[src/hw/rtl/sgpg_pkg.sv]
// constants, tables and shared functions for the sphere grid point generator
// no dependencies
`timescale 1ns / 1ps
package sgpg_pkg;
	localparam int MAX_INDEX_DEF     = 1023;
	localparam int ANGLE_BITS_DEF    = 20;
	localparam int CORDIC_STAGES_DEF = 18;

	localparam int IDX_W   = 10;
	localparam int RAD_W   = 32;
	localparam int THETA_W = 20;
	localparam int PHI_W   = 21;
	localparam int UNIT_W  = 18;
	localparam int POS_W   = 34;
	localparam int CNT_W   = 11;
	localparam int CFG_IDX_W = 2;
	localparam int CFG_DAT_W = 10;

	localparam logic [CFG_IDX_W-1:0] REG_THETA_INTERVALS = 2'd0;
	localparam logic [CFG_IDX_W-1:0] REG_PHI_INTERVALS   = 2'd1;
	localparam logic [CFG_IDX_W-1:0] REG_MIDPOINT_MODE   = 2'd2;

	localparam logic signed [33:0] GAIN_Q30 = 34'sd652032875;
	localparam logic signed [33:0] UNIT_MAX = 34'sd65536;

	function automatic logic [31:0] atan_turn32(input int i);
		logic [31:0] t [32];
		t = '{32'd536870912, 32'd316933406, 32'd167458907, 32'd85004756,
			32'd42667331, 32'd21354465, 32'd10679838, 32'd5340245, 32'd2670163,
			32'd1335087, 32'd667544, 32'd333772, 32'd166886, 32'd83443, 32'd41722,
			32'd20861, 32'd10430, 32'd5215, 32'd2608, 32'd1304, 32'd652, 32'd326,
			32'd163, 32'd81, 32'd41, 32'd20, 32'd10, 32'd5, 32'd3, 32'd1, 32'd1, 32'd0};
		return t[i];
	endfunction

	function automatic logic signed [UNIT_W-1:0] clamp_unit(input logic signed [49:0] v);
		if (v > 50'sd65536) return 18'sd65536;
		if (v < -50'sd65536) return -18'sd65536;
		return v[UNIT_W-1:0];
	endfunction
endpackage

[src/hw/rtl/sgpg_divider.sv]
// pipelined restoring divider, one quotient bit per stage, with round to nearest
// depends on sgpg_pkg
`timescale 1ns / 1ps
module sgpg_divider import sgpg_pkg::*; #(
	parameter int NUM_W = 32,
	parameter int DEN_W = 11,
	parameter int TAG_W = 8
) (
	input  logic             clk,
	input  logic             arst_n,
	input  logic             en,
	input  logic             in_valid,
	input  logic [NUM_W-1:0] num,
	input  logic [DEN_W-1:0] den,
	input  logic [TAG_W-1:0] tag_in,
	output logic             out_valid,
	output logic [NUM_W-1:0] quot,
	output logic [TAG_W-1:0] tag_out
);
	localparam int R_W = DEN_W + 1;
	logic             v_s   [NUM_W+1];
	logic [NUM_W-1:0] n_s   [NUM_W+1];
	logic [NUM_W-1:0] q_s   [NUM_W+1];
	logic [R_W-1:0]   r_s   [NUM_W+1];
	logic [DEN_W-1:0] d_s   [NUM_W+1];
	logic [TAG_W-1:0] t_s   [NUM_W+1];

	// numerator gets den/2 added up front for rounding
	always_ff @(posedge clk or negedge arst_n) begin
		if (!arst_n) begin
			v_s[0] <= 1'b0;
		end else if (en) begin
			v_s[0] <= in_valid;
		end
	end
	always_ff @(posedge clk) begin
		if (en) begin
			n_s[0] <= num + NUM_W'(den >> 1);
			q_s[0] <= '0;
			r_s[0] <= '0;
			d_s[0] <= den;
			t_s[0] <= tag_in;
		end
	end

	for (genvar k = 0; k < NUM_W; k++) begin : g_step
		logic [R_W-1:0] sh;
		logic           ge;
		assign sh = {r_s[k][R_W-2:0], n_s[k][NUM_W-1-k]};
		assign ge = sh >= R_W'(d_s[k]);
		always_ff @(posedge clk or negedge arst_n) begin
			if (!arst_n) begin
				v_s[k+1] <= 1'b0;
			end else if (en) begin
				v_s[k+1] <= v_s[k];
			end
		end
		always_ff @(posedge clk) begin
			if (en) begin
				n_s[k+1] <= n_s[k];
				d_s[k+1] <= d_s[k];
				t_s[k+1] <= t_s[k];
				r_s[k+1] <= ge ? sh - R_W'(d_s[k]) : sh;
				q_s[k+1] <= {q_s[k][NUM_W-2:0], ge};
			end
		end
	end

	assign out_valid = v_s[NUM_W];
	assign quot      = q_s[NUM_W];
	assign tag_out   = t_s[NUM_W];
endmodule

[config.mk]
export PLATFORM = sky130hd
export DESIGN_NAME = sgpg_divider
export DESIGN_NICKNAME = d
export VERILOG_FILES = /design/src/hw/rtl/sgpg_pkg.sv /design/src/hw/rtl/sgpg_divider.sv
export SDC_FILE = /design/constraint.sdc
export NUM_CORES = 2
export LEC_CHECK = 0
export BUFFER_PORTS_ARGS = -buffer_cell sky130_fd_sc_hd__buf_4
export CAP_MARGIN = 25
export CORE_MARGIN = 2
export CORE_UTILIZATION = 46
export CTS_BUF_LIST = sky130_fd_sc_hd__clkbuf_16
export CTS_CLUSTER_DIAMETER = 200
export DETAILED_ROUTE_END_ITERATION = 8
export PLACE_DENSITY_LB_ADDON = 0.3
export SETUP_SLACK_MARGIN = 0.02
export SYNTH_ARGS = -nofsm -noshare
export SYNTH_HDL_FRONTEND = slang
export SYNTH_SLANG_ARGS = --single-unit
[constraint.sdc]
create_clock -name clk -period 5 [get_ports clk]
set_clock_uncertainty 0.05 [all_clocks]
set_input_delay 0.25 -clock clk [delete_from_list [all_inputs] [get_ports clk]]
set_output_delay 0.25 -clock clk [all_outputs]
set_load 0.05 [all_outputs]
==> out/results.ini <==
[placement]
io_buffers=95
dp_cells=7631
gp_congestion=0.851
dp_hpwl_um=86500

[cts]
cts_setup_buffers=0
cts.sink_count=2046
cts_hold_buf=71
cts.clk_slew.worst_paths_ns=0.06
clock_latency_ns=0.85
cts-root-buf=clkbuf_16
cts_buffer_depth=3
htreeDepth=4
cts_tree=yes
cts_inserted_buffers=204
cts_resized=0

[timing]
hold_viol=0
rsz0062_at_grt=false
slew-limit-headroom=0.319
drv_slew=0
worst_slew_pin_slew_ns=1.02
fmax_mhz=315
setup-violations-final=0
min_period_over_period=0.634
finalCriticalPeriod_ns=3.17
finalSetupTns_ns=0

[floorplan]
io_pins=96
initial_utilization=0.464
die_area_sq_mm=0.186
die_w_um=431
core_sq_mm=0.181
dieHeight_um=431
rows=156

[setup_path]
reg2reg_depth=8
endpoint_kind=flop
crit_fanout=12
worst-endpoint-arrival_ns=3.67
start_kind=flop
required_ns=5.50
path_class=reg -> reg

[synth]
avgSynthCellArea_sq_um=16.1
synth_edf_count=2013
ys_async_sr_fraction=0.0161
yosysMostFrequentCell=edfxtp_1
synth_top_area_cell=edfxtp_1
synth_ff_type=edfxtp_1
yosysWarnings=0
syn_inst=5220
seq_area_frac_synth=0.730
synthTopCellsByCount=edfxtp_1 (2013), inv_1 (418), ha_1 (353)
ys_types=71
synth_nets=5659
netlist_area_sq_mm=0.0839
synthTopCellsByArea=edfxtp_1 (72%), ha_1 (5.3%), mux2_2 (3.8%), inv_1 (1.9%), xnor2_1 (1.8%)
yosys_register_bits=2046
synth_top_area_share=0.720

[cells_and_area]
antenna_cells=0
layout-drive-gt1-share=0.130
stdcell_count=8080
syn2layout_area_growth_pct=13.3
nNetsFinal=5978
utilization=0.526

[route]
firstDrtPassIters=5
drt_iter0_drc=2992
drcViolationCount=0
num_vias=41400
drt_wl_total_um=133000
ant_nets=0
avgRoutedWirePerCell_um=16.5
viasPerCell=5.13

[worst_hold_path]
min_path_cells=4
hp-class=in -> reg

[global_routing]
grt_antenna_before_repair=0
grtUsageTotal=0.143
grt_pass1_wl_um=216000
grt_max_degree=169
grt_pass1_vias=41300
gr-total-overflow=0

[pwr]
ir_drop_v=0.000338
clockPowerShare=0.294
internal_power_mw=37.6
power_switching_mw=14.6
pwr-share-comb=0.258
p_per_area_mw_per_mm2=549
seq_power_share=0.448
leakage_nw=35.8
sw_frac_of_total=0.280

[run_status]
outcome=complete, no violations

[run]
drv_cap=0

[layout make-up]
type                            instances  area (sq um)
Inverter                              420          1580
Clock inverter                        173          1820
Clock buffer                          204          5100
Tap cell                             2370          2970
Multi-Input combinational cell       2669         20500
Fill cell                           14500         85900
Timing Repair Buffer                  198          1860
Sequential cell                      2046         61300
[cell families (layout without fill, tap and decap cells)]
group | Yosys count | count (layout) | synth area share
flip-flops | 2046 | 2046 | 0.730
AND/OR/NAND/NOR | 945 | 945 | 0.0517
AO/OA/AOI/OAI | 767 | 767 | 0.0631
buffers and inverters | 505 | 995 | 0.0258
adder cells (fa/ha/maj) | 384 | 384 | 0.0600
multiplexers | 346 | 346 | 0.0455
XOR/XNOR | 227 | 227 | 0.0237
[path summary, 6_finish.rpt]
| kind | from | end | slack (ns) |
|---|---|---|---|
| worst max-delay path | d_s[0][198] | r_s[0][233] | 1.83 |
| worst min-delay path | num[4] | n_s[0][4] | 0.10 |
| worst max register to register | d_s[0][198] | r_s[0][233] | 1.83 |
| worst min register to register | n_s[0][550] | n_s[0][582] | 0.31 |
| max in group asynchronous | arst_n | v_s[16] | 4.29 |
| min in group asynchronous | arst_n | v_s[3] | 0.39 |
[critical path, cell delays in order (launching register included)]
cell,delay [ns]
edfxtp_1,0.45
ha_1,0.25
fa_1,0.42
and2b_1,0.25
o21ai_1,0.08
a311oi_1,0.41
o2111ai_1,0.18
nand2_1,0.44
mux2_2,0.40
[metal layers]
layer / global-route usage / routed length (um) / vias to the layer above
met2: 0.242 / 66000 / 654
met3: 0.0263 / 4800 / 258
met5: 0 / 0 / -
li1: - / - / 20300
met4: 0.0545 / 4090 / 0
met1: 0.184 / 58300 / 20200
[state kept, by name, indices dropped and copies added (netlist names)]
signal,count
t_s,264
d_s,352
n_s,528
v_s,32
r_s,341
q_s,528
out_valid,1
[power groups by stage]
stage               Sequential [mW]  Combinational (mW)  Clock (mW)
floorplan                      23.1                11.0           0
global placement               23.8                12.9           0
detailed placement             23.8                13.3           0
CTS                            23.5                13.5        15.9
global route                   23.7                15.1        16.5
finish                         23.4                13.5        15.3
[placed cells by master, fill, tap and decap left out, drive strengths merged, types with 128 or more instances in the layout]
| master | instances |
|---|---|
| edfxtp | 2013 |
| inv | 458 |
| ha | 353 |
| nor2 | 303 |
| nand2 | 300 |
| mux2 | 287 |
| clkbuf | 204 |
| xnor2 | 169 |
| a21oi | 156 |
| buf | 128 |
[per-stage QoR]
stage	hold WS (ns)	power (mW)	cell area (sq um)	setup slack, ns
floorplan	-0.0956	34.1	83900	2.44
global placement	0.156	36.8	87400	1.88
detailed placement	0.161	37.1	87400	1.85
CTS	0.0111	52.8	95100	1.79
global route	0.0553	55.3	95100	1.69
finish	0.103	52.2	95100	1.83
No activity file was read; power rests on OpenSTA's default activity.
